`config.mk`:
```
export PLATFORM = sky130hd
export DESIGN_NAME = escaped_frame_deframer_core
export DESIGN_NICKNAME = d
export VERILOG_FILES = /design/src/hdl/efd_pkg.sv /design/src/hdl/efd_ram.sv /design/src/hdl/efd_front.sv /design/src/hdl/efd_cmd_queue.sv /design/src/hdl/efd_back.sv /design/src/hdl/escaped_frame_deframer_core.sv
export SDC_FILE = /design/constraint.sdc
export NUM_CORES = 1
export LEC_CHECK = 0
export BUFFER_PORTS_ARGS = -buffer_cell sky130_fd_sc_hd__buf_2
export CORE_AREA = 3 3 187 189
export DETAILED_ROUTE_END_ITERATION = 7
export DIE_AREA = 0 0 190 192
export SLEW_MARGIN = 10
export SYNTH_ARGS = -nofsm -noshare
export SYNTH_HDL_FRONTEND = slang
export SYNTH_SLANG_ARGS = --single-unit
```
`constraint.sdc`:
```
create_clock -name clk_i -period 3.12 [get_ports clk_i]
set_input_delay 0.468 -clock clk_i [delete_from_list [all_inputs] [get_ports clk_i]]
set_output_delay 0.468 -clock clk_i [all_outputs]
set_load 0.03 [all_outputs]
```
`src/hdl/efd_pkg.sv`:
```
`timescale 1ns / 1ps

package efd_pkg;

  localparam int MAX_FRAME_LEN = 32;
  localparam int LEN_W = 8;

  localparam logic [7:0] CODE_START = 8'h30;
  localparam logic [7:0] CODE_END   = 8'h20;
  localparam logic [7:0] CODE_ESC   = 8'hF0;
  localparam logic [7:0] REP_START  = 8'hF1;
  localparam logic [7:0] REP_END    = 8'hF2;
  localparam logic [7:0] REP_ESC    = 8'hF3;

  localparam logic KIND_DATA = 1'b0;
  localparam logic KIND_BOOT = 1'b1;

  typedef logic [LEN_W-1:0] len_t;

  typedef struct packed {
    logic kind;
    len_t len;
  } cmd_t;

  typedef enum logic [1:0] {
    ST_IDLE,
    ST_READ,
    ST_WAIT
  } back_state_e;

  function automatic logic [7:0] unescape(input logic [7:0] b);
    logic [7:0] r;
    case (b)
      REP_START: r = CODE_START;
      REP_END:   r = CODE_END;
      REP_ESC:   r = CODE_ESC;
      default:   r = b;
    endcase
    return r;
  endfunction

endpackage

```
`src/hdl/efd_ram.sv`:
```
`timescale 1ns / 1ps

module efd_ram #(
  parameter int WIDTH = 8,
  parameter int DEPTH = 32
) (
  input  logic                                    clk_i,
  input  logic                                    we_i,
  input  logic [(DEPTH > 1 ? $clog2(DEPTH) : 1)-1:0] waddr_i,
  input  logic [WIDTH-1:0]                        wdata_i,
  input  logic                                    re_i,
  input  logic [(DEPTH > 1 ? $clog2(DEPTH) : 1)-1:0] raddr_i,
  output logic [WIDTH-1:0]                        rdata_o
);

  logic [WIDTH-1:0] mem_q [DEPTH];
  logic [WIDTH-1:0] rdata_q;

  always_ff @(posedge clk_i) begin
    if (we_i) begin
      mem_q[waddr_i] <= wdata_i;
    end
    if (re_i) begin
      rdata_q <= mem_q[raddr_i];
    end
  end

  assign rdata_o = rdata_q;

endmodule

```
`src/hdl/efd_front.sv`:
```
`timescale 1ns / 1ps

module efd_front #(
  parameter int MAX_FRAME_LEN = efd_pkg::MAX_FRAME_LEN
) (
  input  logic                                                    clk_i,
  input  logic                                                    rst_ni,
  input  logic                                                    accept_i,
  input  logic [7:0]                                              rx_byte_i,
  input  logic [7:0]                                              command_count_i,
  output logic                                                    we_o,
  output logic [(MAX_FRAME_LEN > 1 ? $clog2(MAX_FRAME_LEN) : 1)-1:0] waddr_o,
  output logic [7:0]                                              wdata_o,
  output logic                                                    cmd_push_o,
  output efd_pkg::cmd_t                                           cmd_o
);

  localparam int CntW = $clog2(MAX_FRAME_LEN + 1);
  localparam int AddrW = MAX_FRAME_LEN > 1 ? $clog2(MAX_FRAME_LEN) : 1;

  logic [CntW-1:0] fill_q, fill_d;
  logic            esc_q, esc_d;
  logic [7:0]      first_q, first_d;
  logic [7:0]      decoded;

  assign decoded = esc_q ? efd_pkg::unescape(rx_byte_i) : rx_byte_i;

  always_comb begin
    fill_d     = fill_q;
    esc_d      = esc_q;
    first_d    = first_q;
    we_o       = 1'b0;
    waddr_o    = fill_q[AddrW-1:0];
    wdata_o    = decoded;
    cmd_push_o = 1'b0;
    cmd_o.kind = efd_pkg::KIND_DATA;
    cmd_o.len  = efd_pkg::len_t'(fill_q);
    if (accept_i) begin
      case (rx_byte_i)
        efd_pkg::CODE_START: begin
          fill_d = '0;
          esc_d  = 1'b0;
        end
        efd_pkg::CODE_END: begin
          if (fill_q == '0) begin
            cmd_push_o = 1'b1;
            cmd_o.kind = efd_pkg::KIND_BOOT;
          end else if (first_q < command_count_i) begin
            cmd_push_o = 1'b1;
          end
        end
        efd_pkg::CODE_ESC: begin
          esc_d = 1'b1;
        end
        default: begin
          if (fill_q < CntW'(MAX_FRAME_LEN)) begin
            we_o   = 1'b1;
            esc_d  = 1'b0;
            fill_d = fill_q + CntW'(1);
            if (fill_q == '0) begin
              first_d = decoded;
            end
          end
        end
      endcase
    end
  end

  always_ff @(posedge clk_i or negedge rst_ni) begin
    if (!rst_ni) begin
      fill_q <= '0;
      esc_q  <= 1'b0;
    end else begin
      fill_q <= fill_d;
      esc_q  <= esc_d;
    end
  end

  always_ff @(posedge clk_i) begin
    first_q <= first_d;
  end

endmodule

```
`src/hdl/efd_cmd_queue.sv`:
```
`timescale 1ns / 1ps

module efd_cmd_queue (
  input  logic          clk_i,
  input  logic          rst_ni,
  input  logic          push_i,
  input  efd_pkg::cmd_t data_i,
  input  logic          pop_i,
  output logic          empty_o,
  output logic          full_o,
  output efd_pkg::cmd_t data_o
);

  efd_pkg::cmd_t entry_q [2];
  logic          wr_ptr_q, rd_ptr_q;
  logic [1:0]    count_q;
  logic          do_push, do_pop;

  assign empty_o = count_q == 2'd0;
  assign full_o  = count_q == 2'd2;
  assign data_o  = entry_q[rd_ptr_q];
  assign do_push = push_i && !full_o;
  assign do_pop  = pop_i && !empty_o;

  always_ff @(posedge clk_i or negedge rst_ni) begin
    if (!rst_ni) begin
      wr_ptr_q <= 1'b0;
      rd_ptr_q <= 1'b0;
      count_q  <= 2'd0;
    end else begin
      if (do_push) begin
        wr_ptr_q <= ~wr_ptr_q;
      end
      if (do_pop) begin
        rd_ptr_q <= ~rd_ptr_q;
      end
      if (do_push && !do_pop) begin
        count_q <= count_q + 2'd1;
      end else if (do_pop && !do_push) begin
        count_q <= count_q - 2'd1;
      end
    end
  end

  always_ff @(posedge clk_i) begin
    if (do_push) begin
      entry_q[wr_ptr_q] <= data_i;
    end
  end

endmodule

```
`src/hdl/efd_back.sv`:
```
`timescale 1ns / 1ps

module efd_back #(
  parameter int MAX_FRAME_LEN = efd_pkg::MAX_FRAME_LEN
) (
  input  logic                                                    clk_i,
  input  logic                                                    rst_ni,
  input  logic                                                    cmd_valid_i,
  input  efd_pkg::cmd_t                                           cmd_i,
  output logic                                                    cmd_pop_o,
  output logic                                                    busy_o,
  output logic                                                    re_o,
  output logic [(MAX_FRAME_LEN > 1 ? $clog2(MAX_FRAME_LEN) : 1)-1:0] raddr_o,
  input  logic [7:0]                                              rdata_i,
  input  logic                                                    pop,
  output logic                                                    empty,
  output logic                                                    result_kind_o,
  output logic [7:0]                                              data_byte_o,
  output logic [5:0]                                              frame_length_o,
  output logic                                                    last_byte_o
);

  localparam int CntW = $clog2(MAX_FRAME_LEN + 1);
  localparam int AddrW = MAX_FRAME_LEN > 1 ? $clog2(MAX_FRAME_LEN) : 1;

  efd_pkg::back_state_e state_q, state_d;
  logic [CntW-1:0]      idx_q, idx_d;
  efd_pkg::len_t        len_q, len_d;
  logic                 out_valid_q, out_valid_d;
  logic                 load;
  logic                 kind_d, last_d;
  logic [7:0]           byte_d;
  logic [5:0]           length_d;
  logic                 out_free, at_last;

  assign out_free = !out_valid_q || pop;
  assign at_last  = (efd_pkg::len_t'(idx_q) + efd_pkg::len_t'(1)) == len_q;
  assign busy_o   = state_q != efd_pkg::ST_IDLE;
  assign raddr_o  = idx_q[AddrW-1:0];

  always_comb begin
    state_d     = state_q;
    idx_d       = idx_q;
    len_d       = len_q;
    cmd_pop_o   = 1'b0;
    re_o        = 1'b0;
    load        = 1'b0;
    kind_d      = efd_pkg::KIND_DATA;
    byte_d      = rdata_i;
    length_d    = 6'(len_q);
    last_d      = at_last;
    out_valid_d = out_valid_q && !pop;
    case (state_q)
      efd_pkg::ST_IDLE: begin
        if (cmd_valid_i) begin
          if (cmd_i.kind == efd_pkg::KIND_BOOT) begin
            if (out_free) begin
              cmd_pop_o = 1'b1;
              load      = 1'b1;
              kind_d    = efd_pkg::KIND_BOOT;
              byte_d    = 8'h00;
              length_d  = 6'd0;
              last_d    = 1'b1;
            end
          end else begin
            cmd_pop_o = 1'b1;
            len_d     = cmd_i.len;
            idx_d     = '0;
            state_d   = efd_pkg::ST_READ;
          end
        end
      end
      efd_pkg::ST_READ: begin
        re_o    = 1'b1;
        state_d = efd_pkg::ST_WAIT;
      end
      efd_pkg::ST_WAIT: begin
        if (out_free) begin
          load = 1'b1;
          if (at_last) begin
            state_d = efd_pkg::ST_IDLE;
          end else begin
            idx_d   = idx_q + CntW'(1);
            state_d = efd_pkg::ST_READ;
          end
        end
      end
      default: begin
        state_d = efd_pkg::ST_IDLE;
      end
    endcase
    if (load) begin
      out_valid_d = 1'b1;
    end
  end

  always_ff @(posedge clk_i or negedge rst_ni) begin
    if (!rst_ni) begin
      state_q     <= efd_pkg::ST_IDLE;
      out_valid_q <= 1'b0;
    end else begin
      state_q     <= state_d;
      out_valid_q <= out_valid_d;
    end
  end

  always_ff @(posedge clk_i) begin
    idx_q <= idx_d;
    len_q <= len_d;
    if (load) begin
      result_kind_o  <= kind_d;
      data_byte_o    <= byte_d;
      frame_length_o <= length_d;
      last_byte_o    <= last_d;
    end
  end

  assign empty = !out_valid_q;

endmodule

```
`src/hdl/escaped_frame_deframer_core.sv`:
```
`timescale 1ns / 1ps

// Deframer for a byte-stuffed serial stream. Each received byte updates the
// frame store; full is high while an end byte's work is queued or while the
// stored frame is being read out. An end byte that emits a frame of N bytes
// holds off input while the queued work passes to the read-out and, for every
// result byte, the read-out does one read of the registered frame store and
// then loads the output word. An end byte on an empty frame gives one
// bootloader-request word, and a frame whose command id is not below
// command_count gives no word at all. Results wait in a one-word output
// register, so reading out stalls only when that word is not popped.
module escaped_frame_deframer_core #(
  parameter int MAX_FRAME_LEN = efd_pkg::MAX_FRAME_LEN
) (
  input  logic       clk_i,
  input  logic       rst_ni,
  input  logic       push,
  output logic       full,
  input  logic [7:0] rx_byte_i,
  output logic       empty,
  input  logic       pop,
  output logic       result_kind_o,
  output logic [7:0] data_byte_o,
  output logic [5:0] frame_length_o,
  output logic       last_byte_o,
  input  logic       cfg_valid_i,
  output logic       cfg_ready_o,
  input  logic [7:0] cfg_data_i
);

  localparam int AddrW = MAX_FRAME_LEN > 1 ? $clog2(MAX_FRAME_LEN) : 1;

  logic [7:0]       command_count_q;
  logic             accept;
  logic             ram_we, ram_re;
  logic [AddrW-1:0] ram_waddr, ram_raddr;
  logic [7:0]       ram_wdata, ram_rdata;
  logic             q_push, q_pop, q_empty, q_full;
  efd_pkg::cmd_t    q_in, q_out;
  logic             back_busy;

  assign cfg_ready_o = 1'b1;
  assign full        = !q_empty || back_busy;
  assign accept      = push && !full;

  always_ff @(posedge clk_i or negedge rst_ni) begin
    if (!rst_ni) begin
      command_count_q <= 8'h00;
    end else if (cfg_valid_i && cfg_ready_o) begin
      command_count_q <= cfg_data_i;
    end
  end

  efd_front #(
    .MAX_FRAME_LEN(MAX_FRAME_LEN)
  ) u_front (
    .clk_i          (clk_i),
    .rst_ni         (rst_ni),
    .accept_i       (accept),
    .rx_byte_i      (rx_byte_i),
    .command_count_i(command_count_q),
    .we_o           (ram_we),
    .waddr_o        (ram_waddr),
    .wdata_o        (ram_wdata),
    .cmd_push_o     (q_push),
    .cmd_o          (q_in)
  );

  efd_ram #(
    .WIDTH(8),
    .DEPTH(MAX_FRAME_LEN)
  ) u_store (
    .clk_i  (clk_i),
    .we_i   (ram_we),
    .waddr_i(ram_waddr),
    .wdata_i(ram_wdata),
    .re_i   (ram_re),
    .raddr_i(ram_raddr),
    .rdata_o(ram_rdata)
  );

  efd_cmd_queue u_queue (
    .clk_i  (clk_i),
    .rst_ni (rst_ni),
    .push_i (q_push),
    .data_i (q_in),
    .pop_i  (q_pop),
    .empty_o(q_empty),
    .full_o (q_full),
    .data_o (q_out)
  );

  efd_back #(
    .MAX_FRAME_LEN(MAX_FRAME_LEN)
  ) u_back (
    .clk_i         (clk_i),
    .rst_ni        (rst_ni),
    .cmd_valid_i   (!q_empty),
    .cmd_i         (q_out),
    .cmd_pop_o     (q_pop),
    .busy_o        (back_busy),
    .re_o          (ram_re),
    .raddr_o       (ram_raddr),
    .rdata_i       (ram_rdata),
    .pop           (pop),
    .empty         (empty),
    .result_kind_o (result_kind_o),
    .data_byte_o   (data_byte_o),
    .frame_length_o(frame_length_o),
    .last_byte_o   (last_byte_o)
  );

  // The store is never written while a frame is being read out of it.
  assert property (@(posedge clk_i) disable iff (!rst_ni) ram_we |-> !back_busy)
    else $error("frame store written during read-out");

  // Only one end byte's work is outstanding at a time.
  assert property (@(posedge clk_i) disable iff (!rst_ni) q_push |-> (q_empty && !q_full))
    else $error("command queue pushed while not empty");

  assert property (@(posedge clk_i) disable iff (!rst_ni) q_pop |-> !q_empty)
    else $error("command queue popped while empty");

endmodule
```
==> metrics.yaml, run 1 <==
status: "completed"
synth_area_mm2: 0.0134
async_reset_ff_share_pct: 6.55
pre_cts_ws_ns: 0.435
setup_slack_ns: 0.525
antenna_left: 0
synth_common_cells: "edfxtp_1 (314), mux4_2 (80), nor2_1 (54)"
routedWlPerCell_um: 23.0
grt_pass1_vias: 6999
multi_input_area_mm2: 0.00319
skew_ns: 0.0248
synth_seq_area_share_pct: 74.6
reg2regPathDepth: 5
hold_depth: 3
n_antenna_cell: 0
ioPinCount: 40
p_leak_nw: 5.22
n_fill_cell: 2770
p_per_area_mw_per_mm2: 841
track_usage_pct: 16.4
maxCapViolCount: 0
max_freq_ghz: 0.385
grt_overflow_total: 0
ys_ff_latch: 336
crit_path_end_kind: "flip-flop"
yosysMostFrequentCell: "edfxtp_1"
vias: 6661
seq_area_mm2: 0.00998
yosysTopAreaCellShare_pct: 70.5
drive_above_1_share_pct: 31.0
ctsResizeCount: 0
min_period_ns: 2.60
die-area_mm2: 0.0365
rsz0062_at_grt: "no"
drt_pre_antenna_iters: 5
cts_buffers: 36
hold_path.class: "primary input to flip-flop"
die-height_um: 192
dp.cells: 1197
dp_hpwl_um: 19400
synth-edff-count: 314
slew_viol_final: 0
fin_area_mm2: 0.0157
grt_pass1_wl_um: 44200
place_area_mm2: 0.0145
syn_nets: 712
synth_cells: 678
root_buffer: "clkbuf_16"
worstMarginPinSlew_ns: 1.22
synth.avg_cell_area_um2: 19.7
synth_ff_type: "edfxtp_1"
clock_latency_ns: 0.53
grt_start_max_net_pins: 66
ctsLongestPathBuffers: 3
port_buffers: 38
ys_warn_count: 0
yosysTopAreaCell: "edfxtp_1"
vdd_drop_max_mv: 0.454
fin_nets: 822
finalHoldViolCount: 0
syn_to_final_growth_pct: 17.2
synthTopCellsByArea: "edfxtp_1 (70%), mux4_2 (13%), dfrtp_1 (4.1%), nor2_1 (1.5%), mux2_2 (1.3%)"
die_x_um: 190
avgViaCountPerCell: 5.28
htreeDepth: 2
worstPathArrival_ns: 2.86
place.gp.congestion: 0.804
postCtsSetupBuffers: 0
grt_antenna_before_repair: 1
path_class: "flip-flop to flip-flop"
cts.reportedPaths.clkPinSlew_ns: 0.06
rows: 67
required_ns: 3.39
cts_tree: "yes"
synth_cell_types: 46
p_total_mw: 13.2
cts_hold_buf: 1
wirelength_um: 29000
setup_tns_ns: 0
initial_utilization_pct: 40.0
core_region_area_mm2: 0.0334
slew_headroom_pct: 18.6
min_period_over_period_pct: 83.2
final_cells: 1261
worstSetupStartpointType: "flip-flop"
post-route-drc-count: 0
critPathMaxFanout: 21
setup_violations: 0
clock_sinks: 336
drtIter0Drc: 532
## final timing paths
path	startpoint	endpoint	slack [ns]
worst max register to register	u_back.idx_q[0]	u_store.rdata_o[7]	0.52
max in group asynchronous	rst_ni	u_queue.rd_ptr_q	2.32
worst max-delay path	u_back.idx_q[0]	u_store.rdata_o[7]	0.52
min in group asynchronous	rst_ni	command_count_q[0]	0.45
worst min register to register	u_queue.wr_ptr_q	u_queue.wr_ptr_q	0.51
worst min-delay path	cfg_data_i[6]	command_count_q[6]	0.16
## cell usage in the layout (no fill, tap or decap), drive strengths merged, types with 3 or more instances in the layout
cell and n:
nor4 3, clkbuf 43, mux4 80, inv 20, nand2b 3, xor2 7
mux2 15, clkinv 11, a21oi 6, nand2 23, a31o 5, nor2 54
ha 13, and3 3, buf 100, nor2b 16, and2 5, o21ai 16
edfxtp 314, a211oi 3, bufinv 3, clkinvlp 3, xnor2 8, nand3 11
dfrtp 22
## worst max-delay path, cell delays in order (launching register included)
cell	delay, ns
edfxtp_1	0.49
buf_12	0.26
buf_4	0.25
mux4_2	0.59
mux4_2	0.47
mux2_2	0.28
## flip-flops by register name, summed over array words and instances (netlist names), 6 cells and up
name                   cells
u_front.first_q            8
u_store.mem_q            256
u_back.data_byte_o         8
u_queue.entry_q           14
u_store.rdata_o            8
u_back.idx_q               6
u_back.frame_length_o      6
u_back.len_q               6
u_front.fill_q             6
command_count_q            8
## cells by family after synthesis
group	Yosys count	synth area share [%]
buffers and inverters	46	1.58
other	1	0.0280
DFF	336	74.6
adders and majority gates	13	1.22
muxes	96	14.8
AOI/OAI and AO/OA	38	1.87
xor gates and xnor gates	16	1.15
and+or+nand+nor	132	4.73
## per-layer routing
| metal | GRT usage, % | vias up | wire length, um |
|---|---|---|---|
| met5 | 0 | - | 0 |
| met1 | 22.7 | 3466 | 12400 |
| met2 | 26.5 | 229 | 14100 |
| met3 | 3.81 | 30 | 2010 |
| li1 | - | 2936 | - |
| met4 | 3.95 | 0 | 486 |
## cell type report
| type | instances | area share, % |
|---|---|---|
| Sequential cell | 336 | 63.6 |
| Multi-Input combinational cell | 296 | 20.3 |
| Clock buffer | 43 | 6.05 |
| Timing Repair Buffer | 101 | 4.80 |
| Tap cell | 448 | 3.57 |
| Clock inverter | 20 | 1.20 |
| Inverter | 17 | 0.407 |
## per-stage QoR
step,util [%],hold slack (ns)
3_5_place_dp,43.5,0.472
2_1_floorplan,-,0.172
5_1_grt,46.9,0.156
6_report,46.9,0.157
3_3_place_gp,43.5,0.456
4_1_cts,46.9,0.134
## report_power, final
part           switching [mW]  total, mW  internal (mW)
combinational            1.74       3.36           1.62
sequential              0.314       5.72           5.41
clock                    1.68       4.10           2.42
total                    3.73       13.2           9.45
Note: power is estimated with default switching activity, not from simulation.
==> run 2, diff against run 1 <==
==> constraint.sdc (replaced) <==
create_clock -name clk_i -period 2.3 [get_ports clk_i]
set_input_delay 0.345 -clock clk_i [delete_from_list [all_inputs] [get_ports clk_i]]
set_output_delay 0.345 -clock clk_i [all_outputs]
set_load 0.03 [all_outputs]
==> run 2 against run 1 <==
Net effect:
- the run now ends with setup timing left
- clock-buffer cell count shrank 2
- cell area grew 1.9%
- clock power grew 37%
- worst hold slack lost 0.10 ns
- sequential power grew 34%
- non-clock buffer count grew 26
- first-iteration DRC count shrank 3.4%
- largest power group unchanged
==> metrics.yaml, run 2 (same netlist as run 1, synthesis figures left out) <==
status: "finished, violations left"
failed_checks: "setup timing"
setup_violations: 4  # +4
path_class: "flip-flop to flip-flop"
final_cell_mix: "edfxtp_1 (314), mux4_2 (80), buf_4 (76), nor2_1 (52), buf_2 (38)"
htreeDepth: 2  # unchanged
top_register: "u_store.mem_q"
setup_slack_ns: -0.00690  # -0.532 ns
drt_pre_antenna_iters: 5  # unchanged
p_per_area_mw_per_mm2: 1140  # +36%
cts.reportedPaths.clkPinSlew_ns: 0.06  # about the same
ioPinCount: 40  # unchanged
grt_pass1_vias: 7039  # +0.57%
post-route-drc-count: 0  # unchanged
hold_path.class: "primary input to flip-flop"
rows: 67  # unchanged
worstReg2RegStart: "u_back.idx_q[0]"
post-route-util_pct: 47.8  # +0.89 points
routedWlPerCell_um: 21.5  # -6.6%
max_freq_ghz: 0.433  # +13%
antenna_left: 0  # unchanged
die_x_um: 190  # unchanged
max_stage_delay_ns: 0.51  # -0.08 ns
finalHoldViolCount: 0  # unchanged
cp_cell_sequence: "buf_12 -> buf_12 -> mux4_2 -> mux4_2 -> mux2_2"
required_ns: 2.54  # -0.85 ns
syn_to_final_growth_pct: 19.5
rsz0062_at_grt: "yes"
track_usage_pct: 15.4  # -0.95 points
endpoint: "u_store.rdata_o[0]"
root_buffer: "clkbuf_16"
worstSetupStartpointType: "flip-flop"
skew_ns: 0.0122  # -0.0126 ns
clock_latency_ns: 0.50  # -0.03 ns
final_common_cell: "edfxtp_1"
worstMarginPinSlew_ns: 0.548  # -0.670 ns
slew_headroom_pct: 63.4  # +45 points
critPathMaxFanout: 14  # -33%
crit_path_end_kind: "flip-flop"
initial_utilization_pct: 40.0  # unchanged
min_period_ns: 2.31  # -0.288 ns
n_fill_cell: 2703  # -2.4%
slew_viol_final: 0  # unchanged
cts_tree: "yes"
worstPathArrival_ns: 2.55  # -0.31 ns
reg_top3: "u_store.mem_q x256, u_queue.entry_q x14"
clock_sinks: 336  # unchanged
dp_hpwl_um: 18600  # -4.0%
core_region_area_mm2: 0.0334  # unchanged
die-area_mm2: 0.0365  # unchanged
grt_antenna_before_repair: 3  # +2
final_cells: 1284  # +1.8%
largest_reg_flops: 256  # unchanged
p_leak_nw: 5.40  # +3.4%
maxCapViolCount: 0  # unchanged
reg2regPathDepth: 5  # unchanged
min_period_over_period_pct: 100  # +17 points
critPathSlowestCell: "mux4_2"
drtIter0Drc: 514  # -3.4%
grt_pass1_wl_um: 42200  # -4.6%
r2r_setup_slack_ns: -0.007  # -0.53 ns
crit_start: "u_back.idx_q[0]"
port_buffers: 38  # unchanged
hold_slack_ns: 0.0560  # -0.101 ns
die-height_um: 192  # unchanged
wirelength_um: 27600  # -4.8%
avgViaCountPerCell: 5.26  # -0.35%
grt_start_max_net_pins: 34  # -48%
grt_overflow_total: 0  # unchanged
drive_above_1_share_pct: 33.5  # +2.5 points
n_antenna_cell: 0  # unchanged
place.gp.congestion: 0.778  # -3.2%
fin_nets: 847  # +3.0%
cts_buffers: 35  # -2.8%
setup_tns_ns: -0.0143  # -0.0143 ns
dp.cells: 1216  # +1.6%
pre_cts_ws_ns: -0.0758  # -0.511 ns
vdd_drop_max_mv: 0.522  # +15%
ctsLongestPathBuffers: 3  # unchanged
worst_r2r_endpoint: "u_store.rdata_o[0]"
vias: 6759  # +1.5%
[run 2: cell count changes in the layout (fill, tap and decap cells not counted), sizes merged]
cell      before  now
bufinv         3    5
clkbuf        43   41
inv           20   17
clkinv        11   14
buf          100  126
clkinvlp       3    0
[run 2: per-stage QoR]
stage               area (um2)  total power [mW]
floorplan                13400              11.0
global placement         14700              12.6
detailed placement       14700              12.7
CTS                      15900              18.4
global route             16000              19.1
finish                   16000              18.3
[run 2: where the power goes]
part           switching, mW  internal, mW
Clock                   2.15          3.46
Combinational           2.44          2.55
Sequential             0.350          7.33
[run 2: per-layer routing]
layer | up-vias | part of all wire (%) | global-route usage (%)
met4 | 0 | 1.4 | 3.41
met3 | 33 | 5.1 | 2.48
met2 | 185 | 51 | 26.7
li1 | 2985 | - | -
met1 | 3556 | 43 | 20.7
met5 | - | 0 | 0
[run 2: cell type report]
type | instances | area (um2) | share of cell area, %
sequential | 336 | 9980 | 62.5
multi-input combinational | 296 | 3240 | 20.3
timing repair buffer | 127 | 985 | 6.16
clock buffer | 41 | 941 | 5.89
tap | 448 | 561 | 3.51
clock inverter | 19 | 206 | 1.29
inverter | 17 | 63.8 | 0.399
[run 2: worst min path at each step]
stage | start | slack, ns | depth (start not counted) | endpoint
after floorplan | rst_ni | 0.05 | 0 | command_count_q[0]
after global placement | rst_ni | 0.34 | 1 | u_front.esc_q
after detailed placement | rst_ni | 0.36 | 1 | u_front.esc_q
after CTS | cfg_data_i[6] | 0.03 | 3 | command_count_q[6]
after global routing | cfg_data_i[1] | 0.05 | 3 | command_count_q[1]
final | cfg_data_i[6] | 0.06 | 3 | command_count_q[6]
[run 2: timing repair]
item                                   4_1_cts  5_1_grt
pin swaps                                    2        1
setup endpoints to repair                  257      279
endpoints found under the hold margin       22        0
buffers inserted                             4        3
hold buffers                                 1        0
gates resized for setup                      7        9
cloned                                       0        0
[run 2: worst max-delay path, delay by kind of cell (launching register included)]
kind     cells  cell delay, ns
mux          3            1.30
buf+inv      2            0.35
flops        1            0.40
